--- src/rtl/hqs_pkg.sv ---
// ----------------------------------------------------------------------------
// hqs_pkg
// Shared widths, datapath commands, status and controller states of the
// block sorter.
// ----------------------------------------------------------------------------
package hqs_pkg;

    localparam int MAX_ITEMS = 64;
    localparam int VALUE_W   = 32;
    localparam int ADDR_W    = $clog2(MAX_ITEMS);
    localparam int CNT_W     = $clog2(MAX_ITEMS + 1);

    // datapath operation for the current cycle
    typedef enum logic [3:0] {
        DP_LOAD,
        DP_INIT,
        DP_RD_KEY,
        DP_KEY_CAP,
        DP_RD_PREV,
        DP_CMP,
        DP_PUT_KEY,
        DP_EMIT_RD,
        DP_EMIT_CAP,
        DP_EMIT_HOLD
    } t_dp_op;

    typedef struct packed {
        t_dp_op op;
    } t_dp_cmd;

    typedef struct packed {
        logic in_last;    // last item of the block accepted this cycle
        logic cnt_le1;    // block holds at most one element
        logic greater;    // element read is greater than the key
        logic j_one;      // insertion point index is one
        logic i_last;     // key index is the last element of the block
        logic k_last;     // emit index is the last element of the block
        logic out_taken;  // result item accepted this cycle
    } t_dp_stat;

    typedef enum logic [3:0] {
        ST_LOAD,
        ST_INIT,
        ST_RD_KEY,
        ST_KEY_CAP,
        ST_RD_PREV,
        ST_CMP,
        ST_PUT_KEY,
        ST_EMIT_RD,
        ST_EMIT_CAP,
        ST_EMIT_HOLD
    } t_state;

endpackage

--- src/rtl/hqs_if.sv ---
// ----------------------------------------------------------------------------
// hqs_if
// Valid/ready channels of the block sorter: element input and sorted output.
// ----------------------------------------------------------------------------
interface hqs_in_if;
    import hqs_pkg::*;

    logic                      valid;
    logic                      ready;
    logic signed [VALUE_W-1:0] value;
    logic                      last;

    modport source (output valid, output value, output last, input ready);
    modport sink   (input valid, input value, input last, output ready);
endinterface

interface hqs_out_if;
    import hqs_pkg::*;

    logic                      valid;
    logic                      ready;
    logic signed [VALUE_W-1:0] sorted_value;
    logic                      final_res;
    logic                      overflowed;

    modport source (output valid, output sorted_value, output final_res,
                    output overflowed, input ready);
    modport sink   (input valid, input sorted_value, input final_res,
                    input overflowed, output ready);
endinterface

--- src/rtl/hqs_datapath.sv ---
// ----------------------------------------------------------------------------
// hqs_datapath
// Element memory, block count, insertion sort indexes and key, and the
// output register; each cycle does what the controller's command asks.
// ----------------------------------------------------------------------------
module hqs_datapath (
    input  logic             i_clk,
    input  logic             i_rst_n,
    input  hqs_pkg::t_dp_cmd i_cmd,
    output hqs_pkg::t_dp_stat o_stat,
    hqs_in_if.sink           i_in,
    hqs_out_if.source        o_out
);
    import hqs_pkg::*;

    logic [VALUE_W-1:0] r_mem [MAX_ITEMS];
    logic [VALUE_W-1:0] r_rdata;
    logic [VALUE_W-1:0] r_key;
    logic [CNT_W-1:0]   r_count;
    logic               r_dropped;
    logic [ADDR_W-1:0]  r_i;
    logic [ADDR_W-1:0]  r_j;
    logic [ADDR_W-1:0]  r_k;
    logic               r_out_valid;
    logic [VALUE_W-1:0] r_out_value;
    logic               r_out_final;
    logic               r_out_ovf;

    logic               in_fire;
    logic               out_fire;
    logic               has_room;
    logic               greater;
    logic               wr_en;
    logic [ADDR_W-1:0]  wr_addr;
    logic [VALUE_W-1:0] wr_data;
    logic [ADDR_W-1:0]  rd_addr;

    assign i_in.ready = (i_cmd.op == DP_LOAD);
    assign in_fire    = i_in.valid && i_in.ready;
    assign out_fire   = r_out_valid && o_out.ready;
    assign has_room   = (r_count < CNT_W'(MAX_ITEMS));
    assign greater    = ($signed(r_rdata) > $signed(r_key));

    // status back to the controller
    assign o_stat.in_last   = in_fire && i_in.last;
    assign o_stat.cnt_le1   = (r_count <= CNT_W'(1));
    assign o_stat.greater   = greater;
    assign o_stat.j_one     = (r_j == ADDR_W'(1));
    assign o_stat.i_last    = ((CNT_W'(r_i) + CNT_W'(1)) == r_count);
    assign o_stat.k_last    = ((CNT_W'(r_k) + CNT_W'(1)) == r_count);
    assign o_stat.out_taken = out_fire;

    // memory port selection
    always_comb begin
        wr_en   = 1'b0;
        wr_addr = r_j;
        wr_data = r_key;
        rd_addr = r_i;
        case (i_cmd.op)
            DP_LOAD: begin
                wr_en   = in_fire && has_room;
                wr_addr = r_count[ADDR_W-1:0];
                wr_data = i_in.value;
            end
            DP_RD_KEY:  rd_addr = r_i;
            DP_RD_PREV: rd_addr = r_j - ADDR_W'(1);
            DP_CMP: begin
                wr_en   = greater;
                wr_data = r_rdata;
            end
            DP_PUT_KEY: wr_en = 1'b1;
            DP_EMIT_RD: rd_addr = r_k;
            default: ;
        endcase
    end

    // element memory with registered read
    always_ff @(posedge i_clk) begin
        if (wr_en) begin
            r_mem[wr_addr] <= wr_data;
        end
        r_rdata <= r_mem[rd_addr];
    end

    // control registers
    always_ff @(posedge i_clk) begin
        if (!i_rst_n) begin
            r_count     <= '0;
            r_dropped   <= 1'b0;
            r_out_valid <= 1'b0;
        end else begin
            case (i_cmd.op)
                DP_LOAD: begin
                    if (in_fire && has_room) begin
                        r_count <= r_count + CNT_W'(1);
                    end else if (in_fire) begin
                        r_dropped <= 1'b1;
                    end
                end
                DP_EMIT_CAP: r_out_valid <= 1'b1;
                DP_EMIT_HOLD: begin
                    if (out_fire) begin
                        r_out_valid <= 1'b0;
                        if (o_stat.k_last) begin
                            r_count   <= '0;
                            r_dropped <= 1'b0;
                        end
                    end
                end
                default: ;
            endcase
        end
    end

    // sort indexes, key and output payload
    always_ff @(posedge i_clk) begin
        case (i_cmd.op)
            DP_INIT: begin
                r_i <= ADDR_W'(1);
                r_k <= '0;
            end
            DP_KEY_CAP: begin
                r_key <= r_rdata;
                r_j   <= r_i;
            end
            DP_CMP: begin
                if (greater) begin
                    r_j <= r_j - ADDR_W'(1);
                end
            end
            DP_PUT_KEY: r_i <= r_i + ADDR_W'(1);
            DP_EMIT_CAP: begin
                r_out_value <= r_rdata;
                r_out_final <= o_stat.k_last;
                r_out_ovf   <= r_dropped;
            end
            DP_EMIT_HOLD: begin
                if (out_fire) begin
                    r_k <= r_k + ADDR_W'(1);
                end
            end
            default: ;
        endcase
    end

    assign o_out.valid        = r_out_valid;
    assign o_out.sorted_value = r_out_value;
    assign o_out.final_res    = r_out_final;
    assign o_out.overflowed   = r_out_ovf;

endmodule

--- src/rtl/hqs_ctrl.sv ---
// ----------------------------------------------------------------------------
// hqs_ctrl
// Sequencer of the block sorter: load, insertion sort over the memory,
// then emit in order.
// ----------------------------------------------------------------------------
module hqs_ctrl (
    input  logic              i_clk,
    input  logic              i_rst_n,
    input  hqs_pkg::t_dp_stat i_stat,
    output hqs_pkg::t_dp_cmd  o_cmd
);
    import hqs_pkg::*;

    t_state r_state;
    t_state n_state;

    // state register
    always_ff @(posedge i_clk) begin
        if (!i_rst_n) begin
            r_state <= ST_LOAD;
        end else begin
            r_state <= n_state;
        end
    end

    // next state and command
    always_comb begin
        n_state  = r_state;
        o_cmd.op = DP_LOAD;
        case (r_state)
            ST_LOAD: begin
                o_cmd.op = DP_LOAD;
                if (i_stat.in_last) begin
                    n_state = ST_INIT;
                end
            end
            ST_INIT: begin
                o_cmd.op = DP_INIT;
                n_state  = i_stat.cnt_le1 ? ST_EMIT_RD : ST_RD_KEY;
            end
            ST_RD_KEY: begin
                o_cmd.op = DP_RD_KEY;
                n_state  = ST_KEY_CAP;
            end
            ST_KEY_CAP: begin
                o_cmd.op = DP_KEY_CAP;
                n_state  = ST_RD_PREV;
            end
            ST_RD_PREV: begin
                o_cmd.op = DP_RD_PREV;
                n_state  = ST_CMP;
            end
            ST_CMP: begin
                // shift the larger element up, or stop at the insertion point
                o_cmd.op = DP_CMP;
                if (i_stat.greater && !i_stat.j_one) begin
                    n_state = ST_RD_PREV;
                end else begin
                    n_state = ST_PUT_KEY;
                end
            end
            ST_PUT_KEY: begin
                o_cmd.op = DP_PUT_KEY;
                n_state  = i_stat.i_last ? ST_EMIT_RD : ST_RD_KEY;
            end
            ST_EMIT_RD: begin
                o_cmd.op = DP_EMIT_RD;
                n_state  = ST_EMIT_CAP;
            end
            ST_EMIT_CAP: begin
                o_cmd.op = DP_EMIT_CAP;
                n_state  = ST_EMIT_HOLD;
            end
            ST_EMIT_HOLD: begin
                o_cmd.op = DP_EMIT_HOLD;
                if (i_stat.out_taken) begin
                    n_state = i_stat.k_last ? ST_LOAD : ST_EMIT_RD;
                end
            end
            default: begin
                n_state = ST_LOAD;
            end
        endcase
    end

endmodule

--- src/rtl/hybrid_quicksort_engine_core.sv ---
// ----------------------------------------------------------------------------
// hybrid_quicksort_engine_core
// Load: one item per cycle. Sort: an insertion sort whose pace is set by the
// single read and single write port of the element memory; each shift is a
// read of the element below and a compare. Emit: each item is read, captured
// and held until the output side takes it.
// Synchronous active-low reset empties the block and clears the output.
// ----------------------------------------------------------------------------
module hybrid_quicksort_engine_core (
    input  logic       i_clk,
    input  logic       i_rst_n,
    hqs_in_if.sink     i_in,
    hqs_out_if.source  o_out
);
    import hqs_pkg::*;

    t_dp_cmd  cmd;
    t_dp_stat stat;

    // sequencer
    hqs_ctrl u_ctrl (
        .i_clk   (i_clk),
        .i_rst_n (i_rst_n),
        .i_stat  (stat),
        .o_cmd   (cmd)
    );

    // memory and registers
    hqs_datapath u_datapath (
        .i_clk   (i_clk),
        .i_rst_n (i_rst_n),
        .i_cmd   (cmd),
        .o_stat  (stat),
        .i_in    (i_in),
        .o_out   (o_out)
    );

endmodule

--- src/flat_wrapper.sv ---
// flat-port wrapper written by rule: the top's interface ports become plain ports
module hybrid_quicksort_engine_core_flat import hqs_pkg::*;
  (i_clk, i_rst_n, i_in_valid, i_in_value, i_in_last, i_in_ready, o_out_valid, o_out_sorted_value, o_out_final_res, o_out_overflowed, o_out_ready);
  hqs_in_if i_in_i ();
  hqs_out_if o_out_i ();
  input  logic i_clk;
  input  logic i_rst_n;
  input wire logic [$bits(i_in_i.valid)-1:0] i_in_valid;
  input wire logic [$bits(i_in_i.value)-1:0] i_in_value;
  input wire logic [$bits(i_in_i.last)-1:0] i_in_last;
  output wire logic [$bits(i_in_i.ready)-1:0] i_in_ready;
  output wire logic [$bits(o_out_i.valid)-1:0] o_out_valid;
  output wire logic [$bits(o_out_i.sorted_value)-1:0] o_out_sorted_value;
  output wire logic [$bits(o_out_i.final_res)-1:0] o_out_final_res;
  output wire logic [$bits(o_out_i.overflowed)-1:0] o_out_overflowed;
  input wire logic [$bits(o_out_i.ready)-1:0] o_out_ready;
  assign i_in_i.valid = i_in_valid;
  assign i_in_i.value = i_in_value;
  assign i_in_i.last = i_in_last;
  assign i_in_ready = i_in_i.ready;
  assign o_out_valid = o_out_i.valid;
  assign o_out_sorted_value = o_out_i.sorted_value;
  assign o_out_final_res = o_out_i.final_res;
  assign o_out_overflowed = o_out_i.overflowed;
  assign o_out_i.ready = o_out_ready;
  hybrid_quicksort_engine_core u_core (.i_clk(i_clk), .i_rst_n(i_rst_n), .i_in(i_in_i), .o_out(o_out_i));
endmodule
--- config.mk ---
export PLATFORM = sky130hd
export DESIGN_NAME = hybrid_quicksort_engine_core_flat
export DESIGN_NICKNAME = d
export VERILOG_FILES = /design/src/rtl/hqs_pkg.sv /design/src/rtl/hqs_if.sv /design/src/rtl/hqs_datapath.sv /design/src/rtl/hqs_ctrl.sv /design/src/rtl/hybrid_quicksort_engine_core.sv /design/src/flat_wrapper.sv
export SDC_FILE = /design/constraint.sdc
export NUM_CORES = 2
export LEC_CHECK = 0
export ABC_AREA = 1
export BUFFER_PORTS_ARGS = -buffer_cell sky130_fd_sc_hd__buf_2
export CORE_ASPECT_RATIO = 0.9
export CORE_MARGIN = 4
export CORE_UTILIZATION = 40
export CTS_CLUSTER_DIAMETER = 30
export DETAILED_ROUTE_END_ITERATION = 16
export MAX_ROUTING_LAYER = met4
export RECOVER_POWER = 50
export SETUP_SLACK_MARGIN = 0.02
export SYNTH_ARGS = -nofsm -noshare
export SYNTH_HDL_FRONTEND = slang
export SYNTH_HIERARCHICAL = 1
export SYNTH_SLANG_ARGS = --single-unit
--- constraint.sdc ---
create_clock -name i_clk -period 7.98 [get_ports i_clk]
set_clock_uncertainty 0.15 [all_clocks]
set_input_delay 0.399 -clock i_clk [delete_from_list [all_inputs] [get_ports i_clk]]
set_output_delay 0.399 -clock i_clk [all_outputs]
set_load 0.05 [all_outputs]
==> metrics.log <==
INFO  metric outcome = finished, violations left
INFO  metric failing_checks = capacitance limit, slew limit
INFO  metric via_count_of_the_first_global_routing_pass = 62800
INFO  metric cts_tree = done
INFO  metric grt_setup_unrepaired = false
INFO  metric timing.critical_path.to = u_core/u_datapath/r_mem[10][24]
INFO  metric post_cts_resize_count = 0
INFO  metric average_footprint_of_a_synthesized_cell = 11.1 um^2
INFO  metric timing.reg2reg.worst_path_depth = 11
INFO  metric yosys_warnings = 6
INFO  metric critical_path.cell_chain = inv_1, nor2_1, clkinv_1, nor2_1, nand2_1, clkinv_1, clkbuf_1, nor2_2, nand2_1, nand3_1, buf_4
INFO  metric regToRegEndpoint = u_core/u_datapath/r_mem[10][24]
INFO  metric yosysSeqAreaShare = 0.676
INFO  metric critPathTopFamily = simple AND/OR/NAND/NOR gates
INFO  metric slowest_stage = sky130_fd_sc_hd__nand3_1
INFO  metric antenna_violating_nets_left = 0
INFO  metric h-tree-depth = 5
INFO  metric finalPower = 38.6 mW
INFO  metric grt_start_max_net_pins = 176
INFO  metric finalHoldViolCount = 0
INFO  metric drtPass1Iterations = 6
INFO  metric crit_path_max_incr_delay = 1.42 ns
INFO  metric worstSetupPathType = reg -> reg
INFO  metric max-slew-margin-rel = -0.643
INFO  metric cts_max_path_buffers = 4
INFO  metric cellPowerDensity = 336 nW/um^2
INFO  metric starting_utilization_of_the_core_area = 0.403
INFO  metric gpl.final_weighted_congestion = 0.928
INFO  metric synthesis.nets = 8744
INFO  metric clk_latency = 0.92 ns
INFO  metric io_buffer_count = 72
INFO  metric worst_ir_drop_vdd = 0.202 mV
INFO  metric clock_sinks = 2177
INFO  metric die_height = 473 um
INFO  metric class_of_the_tightest_hold_or_removal_check = in -> reg
INFO  metric drc_errors = 0
INFO  metric die_x = 525 um
INFO  metric routed_wire_length_per_instance = 24.2 um
INFO  metric crit-reg2reg-launch = u_core/u_ctrl/r_state[2]
INFO  metric crit_path_end_kind = register
INFO  metric cap_violations = 28
INFO  metric finalMaxSlewViolations = 1243
INFO  metric syn-cell-area = 96100 um^2
INFO  metric critPathMaxFanout = 36
INFO  metric die_area = 248000 um^2
INFO  metric grt_first_pass_wirelength = 431000 um
INFO  metric cts_post_setup_buffers_inserted = 0
INFO  metric setup.worst_path.start_class = register
INFO  metric floorplan.core_area = 239000 um^2
INFO  metric logic_depth_of_the_worst_setup_path_including_buffers = 11
INFO  metric layout-drive-gt1-share = 0.105
INFO  metric synth-edff-count = 2132
INFO  metric cell_count_after_synthesis = 8669
INFO  metric final_min_period_over_clock_period = 0.829
INFO  metric cts.root.buffer_cell = sky130_fd_sc_hd__clkbuf_16
INFO  metric fin_setup_tns = 0 ns
INFO  metric finish.net_count = 8812
INFO  metric dominantRegCellSynth = sky130_fd_sc_hd__edfxtp_1
INFO  metric crit_buf_inv = 5
INFO  metric timing.critical_path.required = 8.36 ns
INFO  metric pin_count = 73
INFO  metric crit_path_start = u_core/u_ctrl/r_state[2]
INFO  metric growth_of_design_area_from_synthesis_to_finish = 19.3%
INFO  metric global_route.overflow_total = 0
INFO  metric total_leakage_power = 43.8 nW
INFO  metric drt_iter0_markers = 8989
INFO  metric report.final.setup_viol = 0
INFO  metric synth_cell_type_count = 40
INFO  metric ys_async_sr_fraction = 0
INFO  metric antenna_found_initial = 14
INFO  metric vias = 67800
INFO  metric fin_crit = 6.62 ns
INFO  metric std_cell_rows = 170
INFO  metric worstMarginPinSlew = 2.47 ns
INFO  metric cts_buffers = 432
INFO  metric postSynthRegisterBits = 2177
INFO  metric vias_per_cell = 5.51
INFO  metric clk_pin_slew_worst_paths = 0.04 ns
INFO  metric reg2reg_setup_slack = 1.36 ns
INFO  metric data_arrival_time_at_the_worst_slack_endpoint = 7.00 ns
INFO  metric wirelength = 297000 um
INFO  metric groute.usage.overall = 0.238
INFO  metric dpl.hpwl = 165000 um
INFO  metric fmaxAchievable = 151 MHz
[worst min-delay path by stage]
stage                     cells after the start                   startpoint  slack (ns)                            endpoint
after floorplan                               0  u_core/u_datapath/r_dropped        0.26  u_core/u_datapath/o_out.overflowed
after global placement                        0  u_core/u_datapath/r_dropped        0.29  u_core/u_datapath/o_out.overflowed
after detailed placement                      0  u_core/u_datapath/r_dropped        0.27  u_core/u_datapath/o_out.overflowed
after CTS                                     9                    i_in_last      0.0002            u_core/u_ctrl/r_state[1]
after global routing                          9                    i_in_last        0.09            u_core/u_ctrl/r_state[1]
final                                         9                    i_in_last        0.08            u_core/u_ctrl/r_state[1]
[timing repair]
| action | 4_1_cts | 5_1_grt |
|---|---|---|
| setup endpoints to repair | 0 | 0 |
| hold buffers | 5 | 0 |
| hold endpoints to repair | 19 | 0 |
[final cells by class]
class / count / area, um^2
well taps: 3182 / 3980
clock inverters: 302 / 3640
inverters: 1244 / 4700
flip-flops and latches: 2177 / 64900
fillers: 21100 / 124000
diodes: 10 / 25.0
clock buffers: 495 / 11300
multi-input cells: 4681 / 24600
repair buffers: 201 / 1490
[through the flow]
step           cell area [um^2]  cells  setup WS (ns)  hold WS [ns]   util
2_1_floorplan             96100   8669           3.88         0.259      -
4_1_cts                  115000  12300           2.75      0.000174  0.481
5_1_grt                  115000  12300           1.19        0.0948  0.480
3_3_place_gp              99900  11500           2.79         0.294  0.418
3_5_place_dp              99900  11500           2.79         0.271  0.418
6_report                 115000  12300           1.36        0.0765  0.480
[worst min-delay path, stage by stage]
cell,delay [ns]
sky130_fd_sc_hd__buf_2,0.09
sky130_fd_sc_hd__inv_1,0.04
sky130_fd_sc_hd__nor2_1,0.03
sky130_fd_sc_hd__inv_1,0.08
sky130_fd_sc_hd__nand4_1,0.12
sky130_fd_sc_hd__nand2_2,0.09
sky130_fd_sc_hd__nor2_1,0.06
sky130_fd_sc_hd__nand2_1,0.06
sky130_fd_sc_hd__nor2_1,0.04
[layout by cell type, fill, tap and decap left out, drive strengths merged, types with 15 or more instances in the layout]
cell      synthesis  final
xor2             15     15
nand3          2230   2230
edfxtp         2132   2132
inv            1244   1275
nand3b          764    764
clkbuf          198    557
bufinv            0     63
nand2          1400   1400
clkinvlp          0     47
a21oi            27     27
clkinv            0    161
buf             369    134
ha               38     38
dfxtp            45     45
nor2            136    136
o21ai            26     26
[synth_stat cells, types with 2 or more instances]
cell type,number,share of area
sky130_fd_sc_hd__nand3_1,2229,0.12
sky130_fd_sc_hd__edfxtp_1,2132,0.67
sky130_fd_sc_hd__nand2_1,1394,0.054
sky130_fd_sc_hd__inv_1,1235,0.048
sky130_fd_sc_hd__nand3b_1,764,0.060
sky130_fd_sc_hd__buf_2,316,0.016
sky130_fd_sc_hd__clkbuf_1,198,0.0077
sky130_fd_sc_hd__nor2_1,128,0.0050
sky130_fd_sc_hd__buf_1,46,0.0018
sky130_fd_sc_hd__dfxtp_1,45,0.0094
sky130_fd_sc_hd__ha_1,38,0.0049
sky130_fd_sc_hd__a21oi_1,24,0.0013
sky130_fd_sc_hd__o21ai_0,24,0.0013
sky130_fd_sc_hd__xor2_1,15,0.0014
sky130_fd_sc_hd__inv_2,8,0.00031
sky130_fd_sc_hd__nand4_1,8,0.00052
sky130_fd_sc_hd__buf_4,7,0.00055
sky130_fd_sc_hd__nor3_1,6,0.00031
sky130_fd_sc_hd__xnor2_1,5,0.00046
sky130_fd_sc_hd__nand2_2,4,0.00026
sky130_fd_sc_hd__nor2_2,4,0.00026
sky130_fd_sc_hd__nor2_4,4,0.00047
sky130_fd_sc_hd__o211ai_1,4,0.00031
sky130_fd_sc_hd__o21a_1,4,0.00031
sky130_fd_sc_hd__a21oi_2,3,0.00027
sky130_fd_sc_hd__nor4_1,3,0.00020
sky130_fd_sc_hd__a31oi_1,2,0.00013
sky130_fd_sc_hd__and3_1,2,0.00013
sky130_fd_sc_hd__nand2_4,2,0.00023
sky130_fd_sc_hd__nor3b_1,2,0.00016
sky130_fd_sc_hd__o21ai_1,2,0.00010
sky130_fd_sc_hd__o22ai_1,2,0.00013
sky130_fd_sc_hd__or2_2,2,0.00013
[kinds of logic (layout without fill, tap and decap cells)]
kind of cell	count (synthesis)	count (layout)	share of synthesized area
buffers and inverters	1811	2242	0.0752
AO/OA/AOI/OAI	69	69	0.00409
AND/OR/NAND/NOR	4554	4554	0.238
flip-flops	2177	2177	0.676
other	0	10	0
adder cells (fa/ha/maj)	38	38	0.00495
XOR/XNOR	20	20	0.00182
[registers in the layout, indices dropped and copies added, names as in the netlist]
register and cells:
u_core/u_datapath/r_dropped 1, u_core/u_datapath/r_count 7, u_core/u_datapath/r_key 32, u_core/u_datapath/r_k 6
u_core/u_datapath/o_out.sorted_value 32, u_core/u_datapath/r_j 6, u_core/u_datapath/r_rdata 32, u_core/u_datapath/r_i 6
u_core/u_ctrl/r_state 4, u_core/u_datapath/o_out.valid 1, u_core/u_datapath/o_out.overflowed 1, u_core/u_datapath/r_mem 2048
u_core/u_datapath/o_out.final_res 1
[power breakdown]
part / internal (mW) / switching (mW)
clock network: 12.2 / 6.10
logic: 1.10 / 4.87
registers: 14.0 / 0.349
[layer usage]
metal	vias up	share of wire	GRT usage
met2	3779	0.42	0.324
met1	33300	0.43	0.342
li1	30200	-	-
met5	-	0	-
met4	0	0.035	0.0830
met3	507	0.12	0.0625
(Power assumes the default switching activity.)
